==> src/rtl/mexp_pkg.sv <==
// shared types and constants for the modular exponentiation unit
package mexp_pkg;

  // configuration register indexes
  localparam int unsigned CFG_INDEX_BITS = 1;

  typedef enum logic [CFG_INDEX_BITS-1:0] {
    CFG_MODULUS  = 1'b0,
    CFG_EXPONENT = 1'b1
  } cfg_idx_t;

  // controller states
  typedef enum logic [2:0] {
    S_IDLE,
    S_RED,
    S_CHK,
    S_MULP,
    S_SQR,
    S_FIN
  } state_t;

  // multiplicand source when a modular product starts
  typedef enum logic {
    MS_PROD,
    MS_SQUARE
  } mul_src_t;

  // where a finished modular product is written
  typedef enum logic {
    MD_BASE,
    MD_POWER
  } mul_dst_t;

  // controller to datapath commands
  typedef struct packed {
    logic     load;
    logic     mul_start;
    mul_src_t mul_src;
    logic     mul_step;
    logic     mul_end;
    mul_dst_t mul_dst;
    logic     e_shift;
    logic     out_load;
  } dp_cmd_t;

  // datapath to controller status
  typedef struct packed {
    logic y_zero;
    logic e_lsb;
    logic e_rest_zero;
    logic spec;
  } dp_stat_t;

endpackage

==> src/rtl/mexp_datapath.sv <==
// datapath: config registers, exponent shifter and shift-and-add modular multiplier
module mexp_datapath #(
  parameter int unsigned W = 31
) (
  input  logic                                   clk,
  input  logic                                   rst_n,
  input  logic                                   cfg_wr_en,
  input  logic [mexp_pkg::CFG_INDEX_BITS-1:0]    cfg_index,
  input  logic [W-1:0]                           cfg_wdata,
  input  logic [W-1:0]                           in_base_value,
  input  mexp_pkg::dp_cmd_t                      cmd,
  output mexp_pkg::dp_stat_t                     stat,
  output logic [W-1:0]                           out_power_result
);
  import mexp_pkg::*;

  logic [W-1:0] mod_r;
  logic [W-1:0] exp_r;
  logic [W-1:0] e_r;
  logic [W-1:0] b_r;
  logic [W-1:0] p_r;
  logic [W-1:0] a_r;
  logic [W-1:0] x_r;
  logic [W-1:0] y_r;
  logic [W-1:0] out_r;

  logic [W-1:0] one_mod;
  logic [W-1:0] p_init;
  logic [W:0]   mod_ext;
  logic [W:0]   sum_a;
  logic [W:0]   sum_x;
  logic [W:0]   red_a;
  logic [W:0]   red_x;

  // configuration registers
  always_ff @(posedge clk) begin
    if (!rst_n) begin
      mod_r <= W'(1);
      exp_r <= '0;
    end else if (cfg_wr_en) begin
      if (cfg_index == CFG_MODULUS) begin
        mod_r <= cfg_wdata;
      end else if (cfg_index == CFG_EXPONENT) begin
        exp_r <= cfg_wdata;
      end
    end
  end

  // one reduced by the modulus, and the starting power value
  assign one_mod = (mod_r == W'(1)) ? '0 : W'(1);
  assign p_init  = (exp_r == '0) ? W'(1) : ((mod_r == '0) ? '0 : one_mod);

  // add and reduce: both operands stay below the modulus, one subtract suffices
  assign mod_ext = {1'b0, mod_r};
  assign sum_a   = {1'b0, a_r} + {1'b0, x_r};
  assign sum_x   = {x_r, 1'b0};
  assign red_a   = (sum_a >= mod_ext) ? (sum_a - mod_ext) : sum_a;
  assign red_x   = (sum_x >= mod_ext) ? (sum_x - mod_ext) : sum_x;

  // multiplier registers
  always_ff @(posedge clk) begin
    if (cmd.load) begin
      a_r <= '0;
      x_r <= one_mod;
      y_r <= in_base_value;
    end else if (cmd.mul_start) begin
      a_r <= '0;
      x_r <= (cmd.mul_src == MS_PROD) ? p_r : b_r;
      y_r <= b_r;
    end else if (cmd.mul_step) begin
      if (y_r[0]) begin
        a_r <= red_a[W-1:0];
      end
      x_r <= red_x[W-1:0];
      y_r <= {1'b0, y_r[W-1:1]};
    end
  end

  // base, running power and exponent bits
  always_ff @(posedge clk) begin
    if (cmd.load) begin
      p_r <= p_init;
      e_r <= exp_r;
    end else begin
      if (cmd.mul_end && cmd.mul_dst == MD_POWER) begin
        p_r <= a_r;
      end
      if (cmd.e_shift) begin
        e_r <= {1'b0, e_r[W-1:1]};
      end
    end
    if (cmd.mul_end && cmd.mul_dst == MD_BASE) begin
      b_r <= a_r;
    end
  end

  // result register
  always_ff @(posedge clk) begin
    if (cmd.out_load) begin
      out_r <= p_r;
    end
  end

  assign out_power_result = out_r;

  // status to the controller
  assign stat.y_zero      = (y_r == '0);
  assign stat.e_lsb       = e_r[0];
  assign stat.e_rest_zero = (e_r[W-1:1] == '0);
  assign stat.spec        = (exp_r == '0) || (mod_r == '0);

  // partial products stay reduced while the multiplier runs
  a_step_reduced: assert property (@(posedge clk) disable iff (!rst_n)
    cmd.mul_step |-> (a_r < mod_r) && (x_r < mod_r))
    else $error("multiplier operand not reduced");

  // a product is only taken once its multiplier is used up
  a_end_exhausted: assert property (@(posedge clk) disable iff (!rst_n)
    cmd.mul_end |-> (y_r == '0))
    else $error("product taken before multiplier exhausted");

  // a computed power is fully reduced when it goes to the result register
  a_result_reduced: assert property (@(posedge clk) disable iff (!rst_n)
    (cmd.out_load && !stat.spec) |-> (p_r < mod_r))
    else $error("result not reduced by the modulus");

endmodule

==> src/rtl/mexp_ctrl.sv <==
// controller: sequences base reduction, products and squarings per exponent bit
module mexp_ctrl (
  input  logic               clk,
  input  logic               rst_n,
  input  logic               in_valid,
  output logic               in_stall,
  output logic               out_valid,
  input  logic               out_stall,
  input  mexp_pkg::dp_stat_t stat,
  output mexp_pkg::dp_cmd_t  cmd
);
  import mexp_pkg::*;

  state_t state_r;
  state_t state_nxt;
  logic   out_valid_r;
  logic   out_valid_nxt;

  // state and output valid registers
  always_ff @(posedge clk) begin
    if (!rst_n) begin
      state_r     <= S_IDLE;
      out_valid_r <= 1'b0;
    end else begin
      state_r     <= state_nxt;
      out_valid_r <= out_valid_nxt;
    end
  end

  // next state and commands
  always_comb begin
    state_nxt = state_r;
    cmd       = '0;
    case (state_r)
      S_IDLE: begin
        if (in_valid) begin
          cmd.load  = 1'b1;
          state_nxt = stat.spec ? S_FIN : S_RED;
        end
      end
      S_RED: begin
        if (stat.y_zero) begin
          cmd.mul_end = 1'b1;
          cmd.mul_dst = MD_BASE;
          state_nxt   = S_CHK;
        end else begin
          cmd.mul_step = 1'b1;
        end
      end
      S_CHK: begin
        cmd.mul_start = 1'b1;
        cmd.mul_src   = stat.e_lsb ? MS_PROD : MS_SQUARE;
        state_nxt     = stat.e_lsb ? S_MULP : S_SQR;
      end
      S_MULP: begin
        if (stat.y_zero) begin
          cmd.mul_end = 1'b1;
          cmd.mul_dst = MD_POWER;
          if (stat.e_rest_zero) begin
            state_nxt = S_FIN;
          end else begin
            cmd.mul_start = 1'b1;
            cmd.mul_src   = MS_SQUARE;
            state_nxt     = S_SQR;
          end
        end else begin
          cmd.mul_step = 1'b1;
        end
      end
      S_SQR: begin
        if (stat.y_zero) begin
          cmd.mul_end = 1'b1;
          cmd.mul_dst = MD_BASE;
          cmd.e_shift = 1'b1;
          state_nxt   = S_CHK;
        end else begin
          cmd.mul_step = 1'b1;
        end
      end
      S_FIN: begin
        if (!out_valid_r || !out_stall) begin
          cmd.out_load = 1'b1;
          state_nxt    = S_IDLE;
        end
      end
      default: begin
        state_nxt = S_IDLE;
      end
    endcase
  end

  // result register holds until the receiver takes it
  assign out_valid_nxt = cmd.out_load | (out_valid_r & out_stall);
  assign out_valid     = out_valid_r;
  assign in_stall      = (state_r != S_IDLE);

  // a waiting result is never overwritten
  a_no_overwrite: assert property (@(posedge clk) disable iff (!rst_n)
    cmd.out_load |-> !(out_valid_r && out_stall))
    else $error("result overwritten while stalled");

  // the multiplier never steps past an exhausted multiplier
  a_no_idle_step: assert property (@(posedge clk) disable iff (!rst_n)
    cmd.mul_step |-> !stat.y_zero)
    else $error("multiplier stepped with nothing left");

  // an accepted request always leaves idle
  a_accept_busy: assert property (@(posedge clk) disable iff (!rst_n)
    (in_valid && !in_stall) |=> (state_r != S_IDLE))
    else $error("request accepted without starting work");

endmodule

==> src/rtl/modular_exponentiation_unit.sv <==
// top level of the modular exponentiation unit
// Computes power_result = base_value ^ exponent mod modulus for each request.
// Configuration: cfg_wr_en with cfg_index 0 writes the modulus, index 1 the
// exponent; write only while no request is in flight. Reset gives modulus 1
// and exponent 0. An exponent of 0 answers 1; a modulus of 0 answers 0.
// Input channel: a request is taken when in_valid is high and in_stall low.
// in_stall is low only while the unit is idle, so one request is worked on
// at a time. Work per request: the multiplier first reduces the base; then per
// exponent bit come one check, one squaring and, for a set bit, one product,
// each made of add-and-reduce steps, one per significant bit of the multiplier,
// and a final write-back; the top bit skips its squaring. The shift-and-add
// multiplier loop sets the pace. The next request is taken only once the unit
// is back in idle; a zero exponent or zero modulus skips the arithmetic and
// goes straight to the result register.
// Output channel: the result sits in a register with out_valid high until
// out_stall is low. A new request is accepted while a result still waits;
// its own result is held back until the register is taken.
// Reset is synchronous and active low; it drops any request in flight.
module modular_exponentiation_unit #(
  parameter int unsigned OPERAND_BITS = 31
) (
  input  logic                                clk,
  input  logic                                rst_n,
  input  logic                                cfg_wr_en,
  input  logic [mexp_pkg::CFG_INDEX_BITS-1:0] cfg_index,
  input  logic [OPERAND_BITS-1:0]             cfg_wdata,
  input  logic                                in_valid,
  output logic                                in_stall,
  input  logic [OPERAND_BITS-1:0]             in_base_value,
  output logic                                out_valid,
  input  logic                                out_stall,
  output logic [OPERAND_BITS-1:0]             out_power_result
);
  import mexp_pkg::*;

  dp_cmd_t  cmd;
  dp_stat_t stat;

  // sequencing
  mexp_ctrl u_ctrl (
    .clk       (clk),
    .rst_n     (rst_n),
    .in_valid  (in_valid),
    .in_stall  (in_stall),
    .out_valid (out_valid),
    .out_stall (out_stall),
    .stat      (stat),
    .cmd       (cmd)
  );

  // arithmetic and storage
  mexp_datapath #(
    .W (OPERAND_BITS)
  ) u_datapath (
    .clk              (clk),
    .rst_n            (rst_n),
    .cfg_wr_en        (cfg_wr_en),
    .cfg_index        (cfg_index),
    .cfg_wdata        (cfg_wdata),
    .in_base_value    (in_base_value),
    .cmd              (cmd),
    .stat             (stat),
    .out_power_result (out_power_result)
  );

endmodule

==> config.mk <==
export PLATFORM = sky130hd
export DESIGN_NAME = modular_exponentiation_unit
export DESIGN_NICKNAME = d
export VERILOG_FILES = /design/src/rtl/mexp_pkg.sv /design/src/rtl/mexp_datapath.sv /design/src/rtl/mexp_ctrl.sv /design/src/rtl/modular_exponentiation_unit.sv
export SDC_FILE = /design/constraint.sdc
export NUM_CORES = 1
export LEC_CHECK = 0
export BUFFER_PORTS_ARGS = -buffer_cell sky130_fd_sc_hd__buf_2
export CAP_MARGIN = 20
export CORE_UTILIZATION = 56
export DETAILED_ROUTE_END_ITERATION = 10
export PLACE_DENSITY = 0.77
export SLEW_MARGIN = 10
export SYNTH_ARGS = -nofsm -noshare
export SYNTH_HDL_FRONTEND = slang
export SYNTH_SLANG_ARGS = --single-unit
==> constraint.sdc <==
create_clock -name clk -period 6.2 [get_ports clk]
set_input_delay 1.24 -clock clk [delete_from_list [all_inputs] [get_ports clk]]
set_output_delay 1.24 -clock clk [all_outputs]
set_load 0.01 [all_outputs]
Yosys cells after proc, flatten, opt, wreduce, memory -nomap -nowiden
Index checks and enable logic that the tools add are counted.
{ "op_classes": {"bitwise": 4, "n_div": 0, "n_shift": 0, "magnitude_cmp": 2, "eq_ne": 10, "muxes": 38, "n_reduce_logical": 21, "n_addsub": 3, "mul": 0} }
{ "ops": {"columns": ["cell", "n"], "rows": [
  ["$mux W31", 15],
  ["$logic_not A31 Y1", 3],
  ["$ge A32 B31 Y1", 2],
  ["$sub A31 B31 Y31", 2],
  ["$add A31 B31 Y32", 1],
  ["$eq A31 B1 Y1 const B", 1],
  ["$logic_not A30 Y1", 1],
  ["$mux W3", 7],
  ["$pmux W3 S5", 1],
  ["$mux W1", 9],
  ["$pmux W3 S3", 1],
  ["$mux W2", 4],
  ["$eq A3 B2 Y1 const B", 2],
  ["$eq A3 B3 Y1 const B", 2],
  ["$reduce_and A2 Y1", 3],
  ["$reduce_bool A3 Y1", 2],
  ["$ne A2 B1 Y1 const B", 2],
  ["$ne A2 B2 Y1 const B", 2],
  ["$pmux W2 S2", 1],
  ["$reduce_and A4 Y1", 1],
  ["$reduce_bool A2 Y1", 2],
  ["$reduce_or A2 Y1", 2],
  ["$eq A3 B1 Y1 const B", 1],
  ["$logic_not A3 Y1", 1],
  ["other kinds (6)", 10]
]} }
{ "word_totals": {"elab_cells": 89, "latchBits": 0, "register_bits": 283, "memories": 0, "mem_bits_rw": 0, "input_bits": 68, "rom_bits": 0} }

Logic depth before layout (Yosys ltp)
Gate-level depths: netlist of the first run.
{ "depth": {"depth_word": 7, "depth_mapped": 22, "depth_no_buf": 19} }

Modules after synthesis
Synthesis of the first run repeated with hierarchy kept, for this count alone.
{ "hier_totals": {"hier_cells": 1749, "area_unflattened_um2": 17122.7} }
{ "modules_own_cells": {"columns": ["module", "area_each_um2", "seq_area_each_um2", "cells_each", "n_inst"], "rows": [
  ["mexp_datapath", 16773.6, 7447.1, 1700, 1],
  ["mexp_ctrl", 349.1, 80.1, 49, 1]
]} }

Least setup slack after synthesis of the first run
No wires, ideal clock.
{ "synth_timing": {"kind": "register -> register", "from": "register u_ctrl.state_r[0]", "to": "register u_datapath.x_r[0], enable pin", "path_stages_with_launch": 5, "synth_period_minus_slack_ns": 5.734, "t_arrival_ns": 5.166, "setup_ns": 0.568, "slack_ns": 0.466, "required_time_ns": 5.632, "path_cell_list": "dfxtp_1 > clkbuf_1 > nand2b_1 > a21boi_0 > o21ai_0"} }
{ "synth_between": {"elab_chain_len": 3} }
{ "synth_rtl": {"columns": ["element", "line_no", "text"], "rows": [
  ["from (decl)", "mexp_ctrl.sv:14", "state_t state_r;"],
  ["from (signal assigned)", "mexp_ctrl.sv:25", "state_r <= state_nxt;"],
  ["$eq A3 B3 Y1 (tied with other cells)", "mexp_ctrl.sv:34", "case (state_r)"],
  ["$pmux W3 S3 (tied with other cells)", "mexp_ctrl.sv:34", null],
  ["$reduce_bool A3 Y1 (no line) *", null, null],
  ["to (signal assigned)", "mexp_datapath.sv:64", "x_r <= one_mod;"],
  ["to (signal assigned)", "mexp_datapath.sv:68", "x_r <= (cmd.mul_src == MS_PROD) ? p_r : b_r;"],
  ["to (signal assigned)", "mexp_datapath.sv:74", "x_r <= red_x[W-1:0];"],
  ["to (decl)", "mexp_datapath.sv:23", "logic [W-1:0] x_r;"]
]} }
Every way passes the cells marked *; elsewhere a longest branch is shown, timed or not.
A chain may end at the register's enable or synchronous reset.

Worst setup path after layout of the first run
{ "layout_timing": {"from": "register u_datapath.x_r[0]", "to": "register u_datapath.a_r[7]"} }
{ "layout_between": {"elab_chain_len": 3} }
{ "layout_rtl": {"columns": ["element", "line_no", "text"], "rows": [
  ["$add A31 B31 Y32 *", "mexp_datapath.sv:55", "assign sum_a = {1'b0, a_r} + {1'b0, x_r};"],
  ["$sub A31 B31 Y31 / $ge A32 B31 Y1 (equally long branches)", "mexp_datapath.sv:57", "assign red_a = (sum_a >= mod_ext) ? (sum_a - mod_ext) : sum_a;"],
  ["$mux W31 *", "mexp_datapath.sv:57", null],
  ["to (signal assigned)", "mexp_datapath.sv:72", "a_r <= red_a[W-1:0];"],
  ["to (decl)", "mexp_datapath.sv:22", "logic [W-1:0] a_r;"]
]} }
Marks and branches as above.

==> impl_results.md, run 1 <==
* Grt ovf at 0
* Mean Syn Cell Area at 9.28 µm²
* WL per Instance at 20.6 µm
* Netlist Area Pre-Place at 16,900 µm²
* Footprint of the multi-input gates at 8910 µm²
* Remaining routing DRC violations at 0
* RSZ-0062 raised after global routing: no
* Maximum Capacitance Violations at 0
* Share of layout cells above drive strength 1 at 0.103
* Slew Limit Fails at 0
* CTS tree: built
* Syn Nets at 1,990
* Startpoint types: flip-flop
* Area Growth Syn to Fin at 10.9%
* IO buf count at 100
* Period utilization at 0.878
* Die Width at 176 µm
* Final Hold Fails at 0
* Core area at 29,700 µm²
* WHS Path Cells at 0
* Via/cell ratio at 6.19
* Largest net degree at the start of global routing at 67
* Post-synth EDFFs at 186
* Post-Synthesis Cells at 1,826
* IO Count at 101
* PwrDens at 593 nW/µm²
* CP Data Arrival Time at 5.88 ns
* Critical path type: flip-flop to flip-flop
* Hold-fix buffers, CTS at 0
* Filler Cell Count at 2,519
* R2R cell count at 19
* Clock transition at path regs at 0.06 ns
* Worst Hold Path EP: u_datapath.out_power_result[24]$_DFFE_PP_
* ANT cells at 0
* HP Start: u_datapath.p_r[24]$_SDFFCE_PP0P_
* Setup bufs post-CTS at 0
* Post-layout min period at 5.45 ns
* Post-DP HPWL at 35,900 µm
* Leakage at 7.27 nW
* Post-DRT Antenna Nets at 0
* Pre-antenna DRT Iters at 5
* Setup_tns at 0 ns
* Total Wirelength at 47,500 µm
* Starting Density at 0.570
* H-tree levels at 1
* GRT Util Overall at 0.306
* Clock Skews at 0.0162 ns
* Worst-path maximum fanout at 31
* CTS buffer count at 30
* Final Setup Violations at 0
* Hold Crit Class: flip-flop to flip-flop
* Via count at 14,200
* Synth unique cells at 69
* Commonest cells after routing, fill and taps aside: nand2_1 (330), edfxtp_1 (186), o21ai_0 (140), a21oi_1 (126), buf_2 (100)
* Global placement routability congestion at 0.941
* VDD IR max at 0.374 mV
* Crit. End Element: flip-flop
* Commonest non-fill, non-tap cell in the layout: nand2_1
* Reg2reg end: u_datapath.a_r[7]$_SDFFE_PP0P_
* Post-cts resize count at 0
* Synth area leaders: edfxtp_1 (33%), dfxtp_1 (11%), nand2_1 (7.3%)
* Synth Flop Type: edfxtp_1
* Seq/Total Area, Yosys at 0.444
* Slew @ Worst Pin at 1.12 ns
* YS warnings at 0
* CTS max path bufs at 3
* Status: finished clean
* Number of clock sinks at 283
* FF+latch area at 7530 µm²
* Cell accounting for the most synthesized area: edfxtp_1
* Yosys top cell area share at 0.330
* Global-route wire length before repair at 73,400 µm
* Initial antenna violation count at 0
* Async SR Flop Fraction at 0
* Worst setup margin at 0.755 ns
* WHS at 0.444 ns
* Die H at 176 µm
* Highest Clock Rate at 184 MHz
* Worst slack, placed at 0.760 ns
* R2R Setup Slk at 0.75 ns
* Max-slew headroom at 0.252
* Vias in the first global route at 13,200
* Worst Path Required at 6.63 ns
* Root Driver: clkbuf_16
* Worst-skew pair later-pin latency at 0.57 ns
* Die area at 31,000 µm²
* Cell Rows at 63
* FF+latch count, synth at 283
* Worst r2r src: u_datapath.x_r[0]$_DFFE_PP_
* Fin nets at 2,051
* Initial DRC Count at 1,527
[Yosys cell counts (5+ instances only)]
cell and number:
nand3b_1 5, dfxtp_1 97, inv_1 60, nor4_1 36
or3_1 5, o21ai_1 6, xnor2_1 44, and2_1 39
buf_2 9, xor2_1 34, nand4_1 22, nor3_1 27
a211oi_1 31, o31ai_1 9, mux2i_1 68, nand3_1 27
nand2b_1 15, a21boi_0 69, ha_1 93, a31oi_1 15
o21a_1 10, edfxtp_1 186, o21ai_0 141, a21o_1 27
nor2b_1 18, and3_1 7, and4_1 5, o211ai_1 14
nand2_1 331, nor2_1 80, clkbuf_1 72, a21oi_1 128
mux2_2 13, o21bai_1 15
[flip-flops by register name, summed over array words and instances (netlist names)]
name,cells
u_datapath.b_r,31
u_ctrl.out_valid,1
u_datapath.x_r,31
u_datapath.p_r,31
u_datapath.e_r,31
u_datapath.y_r,31
u_datapath.out_power_result,31
u_ctrl.state_r,3
u_datapath.mod_r,31
u_datapath.exp_r,31
u_datapath.a_r,31
[how the worst max path moves through the flow]
stage                                    from                         endpoint  slack (ns)  depth (start not counted)
6_report          u_datapath.x_r[0]$_DFFE_PP_   u_datapath.a_r[7]$_SDFFE_PP0P_        0.75                         19
3_5_place_dp      u_datapath.x_r[0]$_DFFE_PP_   u_datapath.a_r[7]$_SDFFE_PP0P_        0.76                         19
3_3_place_gp      u_datapath.x_r[0]$_DFFE_PP_  u_datapath.a_r[18]$_SDFFE_PP0P_        0.92                         19
4_1_cts           u_datapath.x_r[0]$_DFFE_PP_   u_datapath.a_r[7]$_SDFFE_PP0P_        0.74                         19
2_1_floorplan  u_ctrl.state_r[0]$_SDFFE_PN0P_      u_datapath.x_r[0]$_DFFE_PP_        0.47                          4
5_1_grt           u_datapath.x_r[0]$_DFFE_PP_   u_datapath.a_r[7]$_SDFFE_PP0P_        0.27                         19
[worst max-delay path, stage by stage, from the launching register on]
cell and delay (ns):
edfxtp_1 0.45, ha_1 0.28, fa_1 0.43, a211oi_1 0.27
o21ai_0 0.25, o211ai_1 0.37, nand4_1 0.14, a21oi_1 0.26
o21bai_1 0.17, xnor2_1 0.27, ha_1 0.34, and2_1 0.21
a221o_1 0.30, a21o_1 0.18, a221o_1 0.29, a21oi_1 0.22
o221ai_4 0.20, buf_4 0.32, o21ai_0 0.23, a21oi_1 0.10
[per-layer routing]
layer / global-route usage / routed length (µm)
met4: 0.114 / 1820
met1: 0.464 / 21600
met2: 0.447 / 19800
met5: 0 / 0
met3: 0.0353 / 4240
[where the power goes]
| part | switching (mW) | internal, mW | total, mW |
|---|---|---|---|
| registers | 0.352 | 2.43 | 2.78 |
| clock network | 0.757 | 0.993 | 1.75 |
| logic | 3.90 | 2.72 | 6.62 |
| total | 5.01 | 6.14 | 11.2 |
[area by class of cell]
| type | count | share of cell area |
|---|---|---|
| inverter | 60 | 0.0120 |
| multi-input combinational | 1394 | 0.474 |
| tap | 390 | 0.0260 |
| clock buffer | 42 | 0.0445 |
| sequential | 283 | 0.400 |
| timing repair buffer | 118 | 0.0359 |
| clock inverter | 14 | 0.00719 |
[stage by stage]
stage / util / instances / power [mW] / cell area [µm²]
2_1_floorplan: - / 1826 / 7.83 / 16900
3_3_place_gp: 0.597 / 2240 / 9.12 / 17700
3_5_place_dp: 0.598 / 2241 / 9.25 / 17800
4_1_cts: 0.630 / 2297 / 11.0 / 18700
5_1_grt: 0.633 / 2301 / 12.0 / 18800
6_report: 0.633 / 2301 / 11.2 / 18800
[cells by family (layout without fill, tap and decap cells)]
logic type	count (synthesis)	in the layout	share of synthesized area
simple gates	628	628	0.170
xor+xnor	78	78	0.0403
buf+inv	149	234	0.0348
compound gates	511	511	0.190
flops	283	283	0.444
mux	81	81	0.0488
fa+ha+maj	96	96	0.0722
(Power assumes the default switching activity.)
==> run 2: changes to the inputs <==
CORE_ASPECT_RATIO = 1.75   (was unset)
CTS_CLUSTER_SIZE = 16   (was unset)
clock period = 6.25 ns   (was 6.2 ns; I/O delays follow)
==> run 2 against run 1 <==
Via count shrank 3.0%. Cell area shrank 0.52%. Flip-flop and latch count is the same. Sequential share of layout area grew 0.21 points. Non-clock buffer count grew 2. Critical path depth grew 1. Clock power shrank 7%. Fmax shrank 2.7%. Count of clock-buffer cells in the layout shrank 7. Critical path type unchanged. Highest routed layer unchanged.
==> impl_results.md, run 2 (synthesized netlist as in run 1, its figures left out) <==
* Status: finished clean
* Fin nets at 2,050
* Post-DRT Antenna Nets at 0
* Crit. End Element: flip-flop
* Post-cts resize count at 0
* CTS buffer count at 27
* Initial antenna violation count at 0
* DR top layer: met4
* ANT cells at 0
* Commonest non-fill, non-tap cell in the layout: nand2_1
* Via/cell ratio at 6.03
* Switching power total at 4.92 mW
* Leakage at 7.24 nW
* Routed length on met2 at 23,700 µm
* VDD IR max at 0.332 mV
* WL per Instance at 20.0 µm
* Via count at 13,800
* Slew @ Worst Pin at 1.06 ns
* Routed length on met3 at 1760 µm
* Cell Rows at 83
* Hold Crit Class: flip-flop to flip-flop
* Die H at 232 µm
* Die area at 31,000 µm²
* Critical path type: flip-flop to flip-flop
* Hold-fix buffers, CTS at 0
* Comb pwr share at 0.602
* Global placement routability congestion at 0.939
* Grt ovf at 0
* Flop pwr share at 0.249
* Startpoint types: flip-flop
* Worst-skew pair later-pin latency at 0.57 ns
* Crit path largest cell delay at 0.47 ns
* RSZ-0062 raised after global routing: no
* Total power at 10.9 mW
* CTS tree: built
* Switching Share at 0.450
* Highest Clock Rate at 179 MHz
* Vias in the first global route at 13,600
* Remaining routing DRC violations at 0
* Largest net degree at the start of global routing at 79
* Global-route wire length before repair at 71,900 µm
* Commonest cells after routing, fill and taps aside: nand2_1 (330), edfxtp_1 (186), o21ai_0 (140), a21oi_1 (126), buf_2 (100)
* Post-DP HPWL at 35,200 µm
* CP max stage cell: o211ai_1
* PwrDens at 584 nW/µm²
* Worst path bufs/invs at 1
* Most frequent CP cell: a21oi_1
* GRT Util Overall at 0.299
* Final Setup Violations at 0
* Setup_tns at 0 ns
* Period utilization at 0.895
* Worst Path Required at 6.73 ns
* Met1 WL at 18,400 µm
* Slew Limit Fails at 0
* Max-slew headroom at 0.288
* IO Count at 101
* Die Width at 133 µm
* Core area at 29,600 µm²
* Starting Density at 0.573
* Clock Skews at 0.0193 ns
* Clock power share at 0.150
* Clock transition at path regs at 0.07 ns
* IO buf count at 100
* CTS max path bufs at 3
* Area Growth Syn to Fin at 10.4%
* CP Data Arrival Time at 6.08 ns
* CP top delay family: compound AO/OA/AOI/OAI gates
* Worst-path maximum fanout at 38
* Pre-antenna DRT Iters at 5
* WHS at 0.448 ns
* Post-layout min period at 5.59 ns
* Crit path cell chain: ha_1 > fa_1 > a211oi_1 > o21ai_0 > o211ai_1 > nand4_1 > a21oi_1 > o21bai_1 > xnor2_1 > ha_1 > and2_1 > a221o_1 > a21o_1 > a221o_1 > a21oi_1 > o221ai_4 > buf_4 > nand2_1 > o221ai_1 > a21oi_1
* Final Hold Fails at 0
* Initial DRC Count at 834
* Pint at 6.00 mW
* H-tree levels at 1
* Maximum Capacitance Violations at 0
* Setup bufs post-CTS at 0
* Share of layout cells above drive strength 1 at 0.104
* Root Driver: clkbuf_16
* Number of clock sinks at 283
* Total Wirelength at 45,800 µm
## run 2: area by class of cell
cell class                 instances  area [µm²]
clock buffer                      35         747
tap                              382         478
sequential                       283        7530
timing repair buffer             120         682
clock inverter                    15         130
inverter                          60         225
fill                            2541       10900
multi-input combinational       1394        8910
## run 2: metal layers
layer | track usage | vias up
met5 | 0 | -
met4 | 0.132 | 0
met3 | 0.0212 | 90
met2 | 0.551 | 378
met1 | 0.352 | 6582
li1 | - | 6764
## run 2: worst paths after layout
kind | startpoint | end | slack (ns) | cells past startpoint
worst max-delay path | u_datapath.x_r[0]$_DFFE_PP_ | u_datapath.a_r[30]$_SDFFE_PP0P_ | 0.66 | 20
worst min-delay path | u_datapath.p_r[5]$_SDFFCE_PP0P_ | u_datapath.out_power_result[5]$_DFFE_PP_ | 0.45 | 0
worst max register to register | u_datapath.x_r[0]$_DFFE_PP_ | u_datapath.a_r[30]$_SDFFE_PP0P_ | 0.66 | 20
worst min register to register | u_datapath.p_r[5]$_SDFFCE_PP0P_ | u_datapath.out_power_result[5]$_DFFE_PP_ | 0.45 | 0
## run 2: power by group through the flow
stage / Sequential (mW) / Combinational (mW) / Clock [mW]
after global routing: 2.75 / 7.29 / 1.72
after detailed placement: 2.74 / 6.46 / 0
after global placement: 2.73 / 6.38 / 0
final: 2.71 / 6.57 / 1.63
after CTS: 2.70 / 6.50 / 1.66
after floorplan: 2.61 / 5.16 / 0
## run 2: worst register-to-register path, delay by kind of cell (launching register included)
family / cells / cell delay (ns)
flip-flops: 1 / 0.44
XOR/XNOR: 1 / 0.29
adder cells (fa/ha/maj): 3 / 1.05
buffers and inverters: 1 / 0.31
AO/OA/AOI/OAI: 12 / 2.90
AND/OR/NAND/NOR: 3 / 0.53
## run 2: through the flow
stage / cell area [µm²] / util / setup slack (ns) / std cells
6_report: 18700 / 0.632 / 0.656 / 2289
5_1_grt: 18700 / 0.632 / 0.268 / 2289
4_1_cts: 18600 / 0.630 / 0.667 / 2285
3_5_place_dp: 17800 / 0.600 / 0.705 / 2235
3_3_place_gp: 17800 / 0.600 / 0.837 / 2235
2_1_floorplan: 16900 / - / 0.516 / 1826
==> run 3: changes to the inputs <==
--- a/config.mk
+++ b/config.mk
@@ -9,8 +9,8 @@
 export CAP_MARGIN = 20
 export CORE_ASPECT_RATIO = 1.75
-export CORE_UTILIZATION = 56
+export CORE_UTILIZATION = 62
 export CTS_CLUSTER_SIZE = 16
 export DETAILED_ROUTE_END_ITERATION = 10
-export PLACE_DENSITY = 0.77
+export PLACE_DENSITY = 0.84
 export SLEW_MARGIN = 10
 export SYNTH_ARGS = -nofsm -noshare
==> constraint.sdc (replaced) <==
create_clock -name clk -period 6.25 [get_ports clk]
set_input_delay 0.3125 -clock clk [delete_from_list [all_inputs] [get_ports clk]]
set_output_delay 0.3125 -clock clk [all_outputs]
set_load 0.01 [all_outputs]
==> run 3 against run 2 <==
Flip-flop and latch count unchanged. Clock power shrank 4%. Non-clock buffer count is the same. Via count is 0.10% higher. Total power is 0.50% lower. Setup slack lost 0.0027 ns. Sequential share of layout area rose by 0.29 points. Global-route usage increased by 1.9 points. Cell area down 0.71%. Combinational power hardly changed.
==> impl_results.md, run 3 (synthesized netlist as in run 1, its figures left out) <==
* Pre-antenna DRT Iters at 6
* Slew @ Worst Pin at 1.09 ns
* Worst Path Required at 6.67 ns
* Filler Cell Count at 2,059
* Post-DP HPWL at 33,700 µm
* CTS max path bufs at 3
* Post-layout min period at 5.60 ns
* Leakage at 7.21 nW
* R2R cell count at 20
* Total Wirelength at 44,300 µm
* Vias in the first global route at 13,300
* Global placement routability congestion at 0.990
* Placed cells at 2,178
* Worst slack, placed at 0.745 ns
* Highest Clock Rate at 179 MHz
* Core area at 26,700 µm²
* Period utilization at 0.895
* WHS Path Cells at 3
* Reg2reg end: u_datapath.a_r[18]$_SDFFE_PP0P_
* H-tree levels at 1
* R2R Setup Slk at 0.65 ns
* Status: finished clean
* HP Start: cfg_wdata[19]
* Post-DRT Antenna Nets at 0
* Largest net degree at the start of global routing at 79
* Global-route wire length before repair at 69,000 µm
* Post-cts resize count at 0
* Worst-skew pair later-pin latency at 0.57 ns
* Max-slew headroom at 0.273
* Share of layout cells above drive strength 1 at 0.102
* CTS buffer count at 27
* Area Growth Syn to Fin at 9.57%
* Final Hold Fails at 0
* Worst-path maximum fanout at 31
* PwrDens at 585 nW/µm²
* Startpoint types: flip-flop
* Grt ovf at 0
* Initial DRC Count at 1,066
* Die Width at 127 µm
* Via count at 13,800
* CTS tree: built
* Hold Crit Class: primary input to flip-flop
* Fin nets at 2,050
* Critical path type: flip-flop to flip-flop
* Die area at 28,000 µm²
* Clock transition at path regs at 0.07 ns
* Number of clock sinks at 283
* Setup bufs post-CTS at 0
* Crit. End Element: flip-flop
* ANT cells at 0
* Maximum Capacitance Violations at 0
* Setup_tns at 0 ns
* Slew Limit Fails at 0
* Remaining routing DRC violations at 0
* Via/cell ratio at 6.20
* Clock Skews at 0.0222 ns
* Worst setup margin at 0.654 ns
* Commonest cells after routing, fill and taps aside: nand2_1 (330), edfxtp_1 (186), o21ai_0 (140), a21oi_1 (126), buf_2 (100)
* IO Count at 101
* Worst Hold Path EP: u_datapath.mod_r[19]$_SDFFE_PN0P_
* IO buf count at 100
* Layout Cells excl Fill at 2,229
* GRT Util Overall at 0.317
* Cell Rows at 79
* Starting Density at 0.635
* Commonest non-fill, non-tap cell in the layout: nand2_1
* Die H at 221 µm
* FF+latch area at 7530 µm²
* Worst r2r src: u_datapath.x_r[0]$_DFFE_PP_
* WL per Instance at 19.9 µm
* Final Setup Violations at 0
* Hold-fix buffers, CTS at 0
* Root Driver: clkbuf_16
* VDD IR max at 0.335 mV
* Footprint of the multi-input gates at 8910 µm²
* Initial antenna violation count at 0
* RSZ-0062 raised after global routing: no
* CP Data Arrival Time at 6.02 ns
run 3: cell types whose count changed in the layout (fill, tap and decap cells not counted):
cell | previous run | this run
clkinv_4 | 5 | 0
clkinv_1 | 1 | 5
clkbuf_8 | 2 | 0
clkinv_2 | 4 | 6
buf_6 | 1 | 0
buf_8 | 2 | 3
clkbuf_1 | 5 | 4
clkbuf_16 | 28 | 27
inv_8 | 0 | 1
run 3: where the power goes:
part	internal (mW)	leakage, nW	switching [mW]
clock	0.837	0.398	0.727
combinational	2.70	4.22	3.90
sequential	2.41	2.60	0.290
run 3: layout make-up:
| type | count | share of cell area |
|---|---|---|
| Timing Repair Buffer | 120 | 0.0369 |
| Clock buffer | 31 | 0.0372 |
| Clock inverter | 17 | 0.00660 |
| Inverter | 60 | 0.0121 |
| Tap cell | 324 | 0.0218 |
| Sequential cell | 283 | 0.405 |
| Multi-Input combinational cell | 1394 | 0.480 |
run 3: critical path, stage by stage (launching register included):
cell	delay [ns]
edfxtp_1	0.43
ha_1	0.27
fa_1	0.45
a211oi_1	0.24
o21ai_0	0.13
buf_4	0.17
o211ai_1	0.37
nand4_1	0.15
a21oi_1	0.29
o21bai_1	0.19
xnor2_1	0.32
ha_1	0.36
and2_1	0.21
a221o_1	0.32
a21o_1	0.19
a221o_1	0.29
a21oi_1	0.24
o221ai_4	0.21
buf_4	0.32
o21ai_0	0.21
a21oi_1	0.09
run 3: how the worst max path moves through the flow:
stage	slack (ns)	startpoint	to
final	0.65	u_datapath.x_r[0]$_DFFE_PP_	u_datapath.a_r[18]$_SDFFE_PP0P_
after global routing	0.24	u_datapath.x_r[0]$_DFFE_PP_	u_datapath.a_r[23]$_SDFFE_PP0P_
after CTS	0.75	u_datapath.x_r[0]$_DFFE_PP_	u_datapath.a_r[23]$_SDFFE_PP0P_
after detailed placement	0.74	u_datapath.x_r[0]$_DFFE_PP_	u_datapath.a_r[23]$_SDFFE_PP0P_
after global placement	0.90	u_datapath.x_r[0]$_DFFE_PP_	u_datapath.a_r[7]$_SDFFE_PP0P_
after floorplan	0.52	u_ctrl.state_r[0]$_SDFFE_PN0P_	u_datapath.x_r[0]$_DFFE_PP_
run 3: through the flow:
| step | hold WS [ns] | cell area, µm² | utilization | total power [mW] |
|---|---|---|---|---|
| after detailed placement | 0.431 | 17700 | 0.663 | 9.17 |
| after floorplan | 0.420 | 16900 | - | 7.77 |
| after global routing | 0.0147 | 18600 | 0.696 | 11.7 |
| after global placement | 0.423 | 17700 | 0.663 | 9.05 |
| after CTS | 0.00343 | 18500 | 0.694 | 10.8 |
| final | 0.0201 | 18600 | 0.696 | 10.9 |
run 3: layer usage:
metal  vias up  global-route usage  share of wire
li1       6766                   -              -
met1      6455               0.363           0.39
met2       489               0.580           0.51
met3       118              0.0319          0.050
met4         0               0.173          0.054
met5         -                   0              0
